<file path="config.mk">
export PLATFORM = sky130hd
export DESIGN_NAME = ordered_list_insert_delete_by_value
export DESIGN_NICKNAME = d
export VERILOG_FILES = /design/src/olid_pkg.sv /design/src/olid_store.sv /design/src/olid_seq.sv /design/src/ordered_list_insert_delete_by_value.sv
export SDC_FILE = /design/constraint.sdc
export NUM_CORES = 1
export LEC_CHECK = 0
export BUFFER_PORTS_ARGS = -buffer_cell sky130_fd_sc_hd__buf_2
export CORE_MARGIN = 5
export CORE_UTILIZATION = 45
export DETAILED_ROUTE_END_ITERATION = 8
export PLACE_DENSITY = 0.69
export SLEW_MARGIN = 5
export SYNTH_ARGS = -nofsm -noshare
export SYNTH_HDL_FRONTEND = slang
export SYNTH_SLANG_ARGS = --single-unit
</file>
<file path="constraint.sdc">
create_clock -name clk_i -period 6.2 [get_ports clk_i]
set_clock_uncertainty 0.1 [all_clocks]
set_input_delay 0.31 -clock clk_i [delete_from_list [all_inputs] [get_ports clk_i]]
set_output_delay 0.31 -clock clk_i [all_outputs]
set_load 0.01 [all_outputs]
</file>
<file path="src/olid_pkg.sv">
// ----------------------------------------------------------------------------
// olid_pkg
// Types and constants for the ordered value list block.
// ----------------------------------------------------------------------------
package olid_pkg;

  localparam int unsigned DepthDef = 16;
  localparam int unsigned ValW     = 32;
  localparam int unsigned OpW      = 2;
  localparam int unsigned StW      = 2;
  localparam int unsigned PosW     = 5;
  localparam int unsigned InTdataW  = 40;  // 34 bits of fields, zero padded
  localparam int unsigned OutTdataW = 16;  // 12 bits of fields, zero padded

  typedef enum logic [OpW-1:0] {
    OP_INS_HEAD = 2'd0,
    OP_INS_TAIL = 2'd1,
    OP_DELETE   = 2'd2
  } opcode_e;

  typedef enum logic [StW-1:0] {
    ST_OK        = 2'd0,
    ST_NOT_FOUND = 2'd1,
    ST_FULL      = 2'd2
  } status_e;

  typedef enum logic [2:0] {
    S_IDLE,
    S_SEARCH,
    S_CLOSE,
    S_OPEN,
    S_FINISH
  } state_e;

endpackage

</file>
<file path="src/olid_store.sv">
// ----------------------------------------------------------------------------
// olid_store
// Entry memory: one write port, one read port with registered read data.
// ----------------------------------------------------------------------------
module olid_store #(
  parameter int unsigned DEPTH = olid_pkg::DepthDef,
  parameter int unsigned AW    = (DEPTH > 1) ? $clog2(DEPTH) : 1
) (
  input  logic                      clk_i,
  input  logic                      re_i,
  input  logic [AW-1:0]             raddr_i,
  input  logic                      we_i,
  input  logic [AW-1:0]             waddr_i,
  input  logic [olid_pkg::ValW-1:0] wdata_i,
  output logic [olid_pkg::ValW-1:0] rdata_o
);

  logic [olid_pkg::ValW-1:0] mem [DEPTH];

  always_ff @(posedge clk_i) begin
    if (we_i) begin
      mem[waddr_i] <= wdata_i;
    end
  end

  always_ff @(posedge clk_i) begin
    if (re_i) begin
      rdata_o <= mem[raddr_i];
    end
  end

endmodule

</file>
<file path="src/olid_seq.sv">
// ----------------------------------------------------------------------------
// olid_seq
// Sequencer: walks the entry memory one index per cycle through a single
// compare unit and index stepper, for search, gap closing and gap opening.
// ----------------------------------------------------------------------------
module olid_seq #(
  parameter int unsigned DEPTH = olid_pkg::DepthDef,
  parameter int unsigned AW    = (DEPTH > 1) ? $clog2(DEPTH) : 1,
  parameter int unsigned CW    = $clog2(DEPTH + 1)
) (
  input  logic                           clk_i,
  input  logic                           rst_ni,
  input  logic                           in_valid_i,
  output logic                           in_ready_o,
  input  logic [olid_pkg::OpW-1:0]       in_opcode_i,
  input  logic signed [olid_pkg::ValW-1:0] in_value_i,
  output logic                           out_valid_o,
  input  logic                           out_ready_i,
  output logic [olid_pkg::StW-1:0]       out_status_o,
  output logic [olid_pkg::PosW-1:0]      out_pos_o,
  output logic [olid_pkg::PosW-1:0]      out_len_o,
  output logic                           re_o,
  output logic [AW-1:0]                  raddr_o,
  output logic                           we_o,
  output logic [AW-1:0]                  waddr_o,
  output logic [olid_pkg::ValW-1:0]      wdata_o,
  input  logic [olid_pkg::ValW-1:0]      rdata_i
);

  olid_pkg::state_e          state_q, state_d;
  logic [CW-1:0]             cnt_q, cnt_d;
  logic [CW-1:0]             rd_idx_q, rd_idx_d;
  logic                      rd_vld_q, rd_vld_d;
  logic [AW-1:0]             rd_tag_q, rd_tag_d;
  logic [CW-1:0]             pos_q, pos_d;
  olid_pkg::status_e         st_q, st_d;
  logic [olid_pkg::ValW-1:0] val_q;
  logic                      ov_q, ov_d;
  logic [olid_pkg::StW-1:0]  ost_q;
  logic [olid_pkg::PosW-1:0] opos_q, olen_q;

  logic          accept;
  logic          full;
  logic          more;     // unread entries left in the sweep
  logic          match;
  logic [CW-1:0] rd_dec;
  logic          load_out;

  assign accept   = in_valid_i && (state_q == olid_pkg::S_IDLE);
  assign full     = (cnt_q == CW'(DEPTH));
  assign more     = (rd_idx_q < cnt_q);
  assign rd_dec   = rd_idx_q - CW'(1);
  assign match    = rd_vld_q && (rdata_i == val_q);
  assign load_out = (state_q == olid_pkg::S_FINISH) && (!ov_q || out_ready_i);

  // next state
  always_comb begin
    state_d = state_q;
    unique case (state_q)
      olid_pkg::S_IDLE: begin
        if (accept) begin
          if (in_opcode_i == olid_pkg::OP_DELETE) begin
            state_d = olid_pkg::S_SEARCH;
          end else if (in_opcode_i == olid_pkg::OP_INS_HEAD && !full) begin
            state_d = olid_pkg::S_OPEN;
          end else begin
            state_d = olid_pkg::S_FINISH;
          end
        end
      end
      olid_pkg::S_SEARCH: begin
        if (match) begin
          state_d = olid_pkg::S_CLOSE;
        end else if (!rd_vld_q && !more) begin
          state_d = olid_pkg::S_FINISH;
        end
      end
      olid_pkg::S_CLOSE: begin
        if (!rd_vld_q && !more) state_d = olid_pkg::S_FINISH;
      end
      olid_pkg::S_OPEN: begin
        if (!rd_vld_q && rd_idx_q == '0) state_d = olid_pkg::S_FINISH;
      end
      olid_pkg::S_FINISH: begin
        if (load_out) state_d = olid_pkg::S_IDLE;
      end
      default: state_d = olid_pkg::S_IDLE;
    endcase
  end

  // datapath and memory controls
  always_comb begin
    cnt_d    = cnt_q;
    rd_idx_d = rd_idx_q;
    rd_vld_d = 1'b0;
    rd_tag_d = rd_tag_q;
    pos_d    = pos_q;
    st_d     = st_q;
    re_o     = 1'b0;
    raddr_o  = rd_idx_q[AW-1:0];
    we_o     = 1'b0;
    waddr_o  = rd_tag_q;
    wdata_o  = rdata_i;
    ov_d     = ov_q && !out_ready_i;
    unique case (state_q)
      olid_pkg::S_IDLE: begin
        pos_d = '0;
        st_d  = olid_pkg::ST_OK;
        if (accept) begin
          rd_idx_d = '0;
          if (in_opcode_i == olid_pkg::OP_INS_HEAD ||
              in_opcode_i == olid_pkg::OP_INS_TAIL) begin
            if (full) begin
              st_d = olid_pkg::ST_FULL;
            end else if (in_opcode_i == olid_pkg::OP_INS_TAIL) begin
              we_o    = 1'b1;
              waddr_o = cnt_q[AW-1:0];
              wdata_o = in_value_i;
              cnt_d   = cnt_q + CW'(1);
            end else begin
              rd_idx_d = cnt_q;
            end
          end
        end
      end
      olid_pkg::S_SEARCH: begin
        if (match) begin
          pos_d    = CW'(rd_tag_q) + CW'(1);
          rd_idx_d = CW'(rd_tag_q) + CW'(1);
        end else if (more) begin
          re_o     = 1'b1;
          rd_vld_d = 1'b1;
          rd_tag_d = rd_idx_q[AW-1:0];
          rd_idx_d = rd_idx_q + CW'(1);
        end else if (!rd_vld_q) begin
          st_d = olid_pkg::ST_NOT_FOUND;
        end
      end
      olid_pkg::S_CLOSE: begin
        // read index k, write its data one place toward the head
        if (rd_vld_q) begin
          we_o    = 1'b1;
          waddr_o = rd_tag_q - AW'(1);
        end
        if (more) begin
          re_o     = 1'b1;
          rd_vld_d = 1'b1;
          rd_tag_d = rd_idx_q[AW-1:0];
          rd_idx_d = rd_idx_q + CW'(1);
        end else if (!rd_vld_q) begin
          cnt_d = cnt_q - CW'(1);
        end
      end
      olid_pkg::S_OPEN: begin
        // walk from the tail down, moving each entry one place back
        if (rd_vld_q) begin
          we_o    = 1'b1;
          waddr_o = rd_tag_q + AW'(1);
        end else if (rd_idx_q == '0) begin
          we_o    = 1'b1;
          waddr_o = '0;
          wdata_o = val_q;
          cnt_d   = cnt_q + CW'(1);
        end
        if (rd_idx_q != '0) begin
          re_o     = 1'b1;
          raddr_o  = rd_dec[AW-1:0];
          rd_vld_d = 1'b1;
          rd_tag_d = rd_dec[AW-1:0];
          rd_idx_d = rd_dec;
        end
      end
      olid_pkg::S_FINISH: begin
        if (load_out) ov_d = 1'b1;
      end
      default: ;
    endcase
  end

  always_ff @(posedge clk_i or negedge rst_ni) begin
    if (!rst_ni) begin
      state_q  <= olid_pkg::S_IDLE;
      cnt_q    <= '0;
      rd_vld_q <= 1'b0;
      ov_q     <= 1'b0;
    end else begin
      state_q  <= state_d;
      cnt_q    <= cnt_d;
      rd_vld_q <= rd_vld_d;
      ov_q     <= ov_d;
    end
  end

  always_ff @(posedge clk_i) begin
    rd_idx_q <= rd_idx_d;
    rd_tag_q <= rd_tag_d;
    pos_q    <= pos_d;
    st_q     <= st_d;
    if (accept) begin
      val_q <= in_value_i;
    end
    if (load_out) begin
      ost_q  <= st_q;
      opos_q <= olid_pkg::PosW'(pos_q);
      olen_q <= olid_pkg::PosW'(cnt_q);
    end
  end

  assign in_ready_o   = (state_q == olid_pkg::S_IDLE);
  assign out_valid_o  = ov_q;
  assign out_status_o = ost_q;
  assign out_pos_o    = opos_q;
  assign out_len_o    = olen_q;

endmodule

</file>
<file path="src/ordered_list_insert_delete_by_value.sv">
// ----------------------------------------------------------------------------
// ordered_list_insert_delete_by_value
// Ordered list of up to DEPTH signed 32-bit values with insert at head,
// insert at tail and delete of the first matching value.
// ----------------------------------------------------------------------------
//  channel   dir  payload (lsb first)
//  s_axis    in   opcode[1:0], item_value[33:2]
//  m_axis    out  status[1:0], deleted_position[6:2], list_length[11:7]
//
//  Insert at tail, full insert or unused opcode: result without a memory walk.
//  Insert at head: moves each entry one place back, one entry per cycle.
//  Delete: search up to the match, then gap close from there, both through
//  the single read port of the entry memory.
//  Reset clears length and control state only; entries are undefined until written.
//  s_axis_tready is low from acceptance until the result is registered;
//  a stalled result holds in the output register.
module ordered_list_insert_delete_by_value #(
  parameter int unsigned DEPTH = olid_pkg::DepthDef
) (
  input  logic                            clk_i,
  input  logic                            rst_ni,
  input  logic                            s_axis_tvalid,
  output logic                            s_axis_tready,
  input  logic [olid_pkg::InTdataW-1:0]   s_axis_tdata,  // opcode, item_value
  output logic                            m_axis_tvalid,
  input  logic                            m_axis_tready,
  output logic [olid_pkg::OutTdataW-1:0]  m_axis_tdata   // status, deleted_position,
                                                         // list_length
);

  localparam int unsigned AW = (DEPTH > 1) ? $clog2(DEPTH) : 1;
  localparam int unsigned CW = $clog2(DEPTH + 1);

  logic                       re, we;
  logic [AW-1:0]              raddr, waddr;
  logic [olid_pkg::ValW-1:0]  wdata, rdata;
  logic [olid_pkg::StW-1:0]   status;
  logic [olid_pkg::PosW-1:0]  del_pos, list_len;

  olid_seq #(.DEPTH(DEPTH), .AW(AW), .CW(CW)) u_seq (
    .clk_i        (clk_i),
    .rst_ni       (rst_ni),
    .in_valid_i   (s_axis_tvalid),
    .in_ready_o   (s_axis_tready),
    .in_opcode_i  (s_axis_tdata[1:0]),
    .in_value_i   (s_axis_tdata[33:2]),
    .out_valid_o  (m_axis_tvalid),
    .out_ready_i  (m_axis_tready),
    .out_status_o (status),
    .out_pos_o    (del_pos),
    .out_len_o    (list_len),
    .re_o         (re),
    .raddr_o      (raddr),
    .we_o         (we),
    .waddr_o      (waddr),
    .wdata_o      (wdata),
    .rdata_i      (rdata)
  );

  olid_store #(.DEPTH(DEPTH), .AW(AW)) u_store (
    .clk_i   (clk_i),
    .re_i    (re),
    .raddr_i (raddr),
    .we_i    (we),
    .waddr_i (waddr),
    .wdata_i (wdata),
    .rdata_o (rdata)
  );

  assign m_axis_tdata = {4'b0000, list_len, del_pos, status};

endmodule

</file>
==> results.cfg <==
[critical_path]
endpoint_kind = flip-flop
cp_max_fo = 110
critPathTopFamily = simple AND/OR/NAND/NOR gates
crit_path_end = u_store.rdata_o[12]
cpMaxStageDelayCell = nand2_8
startpoint = u_seq.rd_idx_q[0]
r2r-start = u_seq.rd_idx_q[0]
path_cells = inv_1 -> ha_1 -> nand4b_2 -> nand2_4 -> nand2_8 -> buf_4 -> mux2i_1 -> o21ai_0 -> a2111o_1
rrSetupSlack_ps = 1660
critical-path-max-stage-delay_ps = 840
timing.rr.end = u_store.rdata_o[12]
cp.arrival_ps = 4810
setup.worst_path.class = flip-flop to flip-flop
crit_cells = 9
crit_buf_inv = 2
setup.worst_path.start_class = flip-flop
reg2regPathDepth = 9
required_ps = 6460

[placement]
dpl.cell_count = 2582
port_buffers = 51
dp_hpwl_mm = 37.57
gp_congestion = 0.8449

[route]
wl_per_cell_um = 25.77
drc = 0
ant_nets = 0
routed_via_density = 6.152
totalWireLength_mm = 70.21
vias = 16763
dr.pass1.iters = 6
drtIter0Drc = 2101

[synthesis]
ys_async_sr_fraction_pct = 1.629
synthFlopType = edfxtp_1
yosys_warnings = 0
ys_ff_latch = 614
netlist_top_cells_area = edfxtp_1 (69%), and3_1 (3.8%), a311oi_1 (2.1%)
ys_types = 73
ys_seq_area_share_pct = 70.39
synth_top_area_share_pct = 69.43
yosys.area.top_type = edfxtp_1
synth-edff-count = 604
syn_avg_cell_area_sq_um = 14.04
synthCells = 1861
synth_area_sq_um = 26120

[pwr]
peakVddDrop_mv = 0.4267
p_int_mw = 9.592
p_sw_mw = 5.555
share_comb_of_total_power_pct = 35.0
leakage_nw = 10.37
pwr-share-seq_pct = 42.3
netSwitchingFraction_pct = 36.67
clockPowerShare_pct = 22.7
power_density_nw_per_um2 = 513.1

[floorplan]
die_area_sq_um = 62970
fp.dieH_um = 250.9
die_w_um = 250.9
coreArea_sq_um = 57590
initial_core_util_pct = 45.37
design.portCount = 62
std_cell_rows = 88

[grt]
grt_max_degree = 111
grt_use_total_pct = 21.53
grt_remaining_overflow = 0
antenna_found_initial = 0
grt_pass1_vias = 16341
grt_first_pass_wirelength_mm = 103.6

[timing]
finalMaxSlewViolations = 0
period_minus_slack_ps = 4542
max_freq_mhz = 220.2
rsz0062_at_grt = false
worstMarginPinSlew_ps = 1138
final_hold_viol_count = 0
finalSetupTns_ps = 0
relSlewSlack_pct = 24.17
finalSetupViolations = 0
period_share_pct = 73.26

[layout]
multi_input_area_sq_um = 7042
area_delta_synth_final_pct = 12.99
layout-drive-gt1-share_pct = 11.33
fin_nets = 1973
final_cell_mix = edfxtp_1 (604), and3_1 (160), nand2_1 (145)
final.fill_count = 4672
final_common_cell = edfxtp_1
diodes = 0
final-seq-area_sq_um = 18390
final_cells = 2725

[cts]
cts-root-buf = clkbuf_16
clock_path_buffers = 3
cts_tree = built
cts_sinks = 614
cts_made_buffers = 59
post_cts_buffers = 0
cts_max_level = 2
path_clk_slew_ps = 60
cts_resized = 0
clk_latency_ps = 630
cts_hold_buf = 37

[min_path]
hold_path_depth = 5
min_path_type = primary input to flip-flop

[flow_run]
max_cap_violations = 0

[run_status]
status = completed
==> registers in the layout, indices dropped and copies added, names as in the netlist <==
| signal | count |
|---|---|
| u_seq.st_q | 2 |
| u_store.mem | 512 |
| u_seq.pos_q | 5 |
| u_seq.out_status_o | 2 |
| u_seq.cnt_q | 5 |
| u_seq.rd_vld_q | 1 |
| u_seq.out_pos_o | 5 |
| u_seq.out_valid_o | 1 |
| u_seq.state_q | 3 |
| u_seq.rd_idx_q | 5 |
| u_store.rdata_o | 32 |
| u_seq.out_len_o | 5 |
| u_seq.val_q | 32 |
| u_seq.rd_tag_q | 4 |
==> cells by family after synthesis <==
group	after synthesis	synth area share, %
adders and majority gates	14	0.6993
AOI/OAI and AO/OA	463	13.12
buffers and inverters	225	3.482
muxes	38	1.461
xor gates and xnor gates	49	1.715
DFF	614	70.39
other	1	0.01435
and+or+nand+nor	457	9.124
==> through the flow <==
stage / total power [mW] / utilization [%] / area, sq um / hold slack (ps) / worst slack (ps)
after floorplan: 9.802 / - / 26140 / -85.59 / 1916
after global routing: 15.81 / 51.26 / 29520 / 140.7 / 1440
after detailed placement: 11.68 / 47.47 / 27330 / 94.20 / 1736
final: 15.15 / 51.26 / 29520 / 119.1 / 1658
after CTS: 15.12 / 51.26 / 29520 / 90.08 / 1723
after global placement: 11.51 / 47.47 / 27330 / 86.08 / 1799
==> tightest hold or removal path: cells and delay by family <==
family | cells | cell delay, ps
simple gates | 1 | 90
buf+inv | 1 | 120
compound gates | 3 | 300
==> per-layer routing <==
layer  part of all wire (%)  vias up  GRT usage (%)
met3                    8.4      140          3.828
met2                     49      813          35.94
met5                      0        -              0
met1                     40     8435          29.10
met4                    2.7        0          6.565
li1                       -     7375              -
==> final cells by class <==
cell class | count | share of cell area, %
Tap cell | 765 | 3.243
Inverter | 83 | 1.055
Multi-Input combinational cell | 1025 | 23.86
Clock buffer | 71 | 5.154
Clock inverter | 35 | 0.9919
Sequential cell | 614 | 62.29
Timing Repair Buffer | 132 | 3.408
==> power by group through the flow <==
stage | combinational (mW) | clock [mW] | sequential [mW]
floorplan | 3.47 | 0 | 6.33
global placement | 5.06 | 0 | 6.44
detailed placement | 5.21 | 0 | 6.47
CTS | 5.26 | 3.47 | 6.39
global route | 5.70 | 3.65 | 6.46
finish | 5.30 | 3.44 | 6.40
==> synth_stat cells (7+ instances only) <==
cell type and count:
mux2i_1 37, nand3_1 44, a2111o_1 32, dfrtp_1 10, clkbuf_1 95, nand2b_1 7, nand4_1 16, a222oi_1 32
a2bb2oi_1 33, nand2_1 146, xnor2_1 42, ha_1 13, a21oi_1 50, and3_1 160, o21ai_0 100, a21o_1 39
edfxtp_1 604, buf_2 36, nor2_1 45, o21ai_1 9, a311oi_1 64, inv_1 82, a211oi_1 64
==> how the worst min path moves through the flow <==
stage,from,endpoint,slack [ps]
after floorplan,rst_ni,u_seq.cnt_q[0],-90
after global placement,rst_ni,u_seq.out_valid_o,90
after detailed placement,rst_ni,u_seq.out_valid_o,90
after CTS,s_axis_tdata[0],u_seq.rd_idx_q[0],90
after global routing,s_axis_tdata[0],u_seq.rd_idx_q[0],140
final,s_axis_tdata[0],u_seq.state_q[0],120
Power figures use the tool's default switching activity.
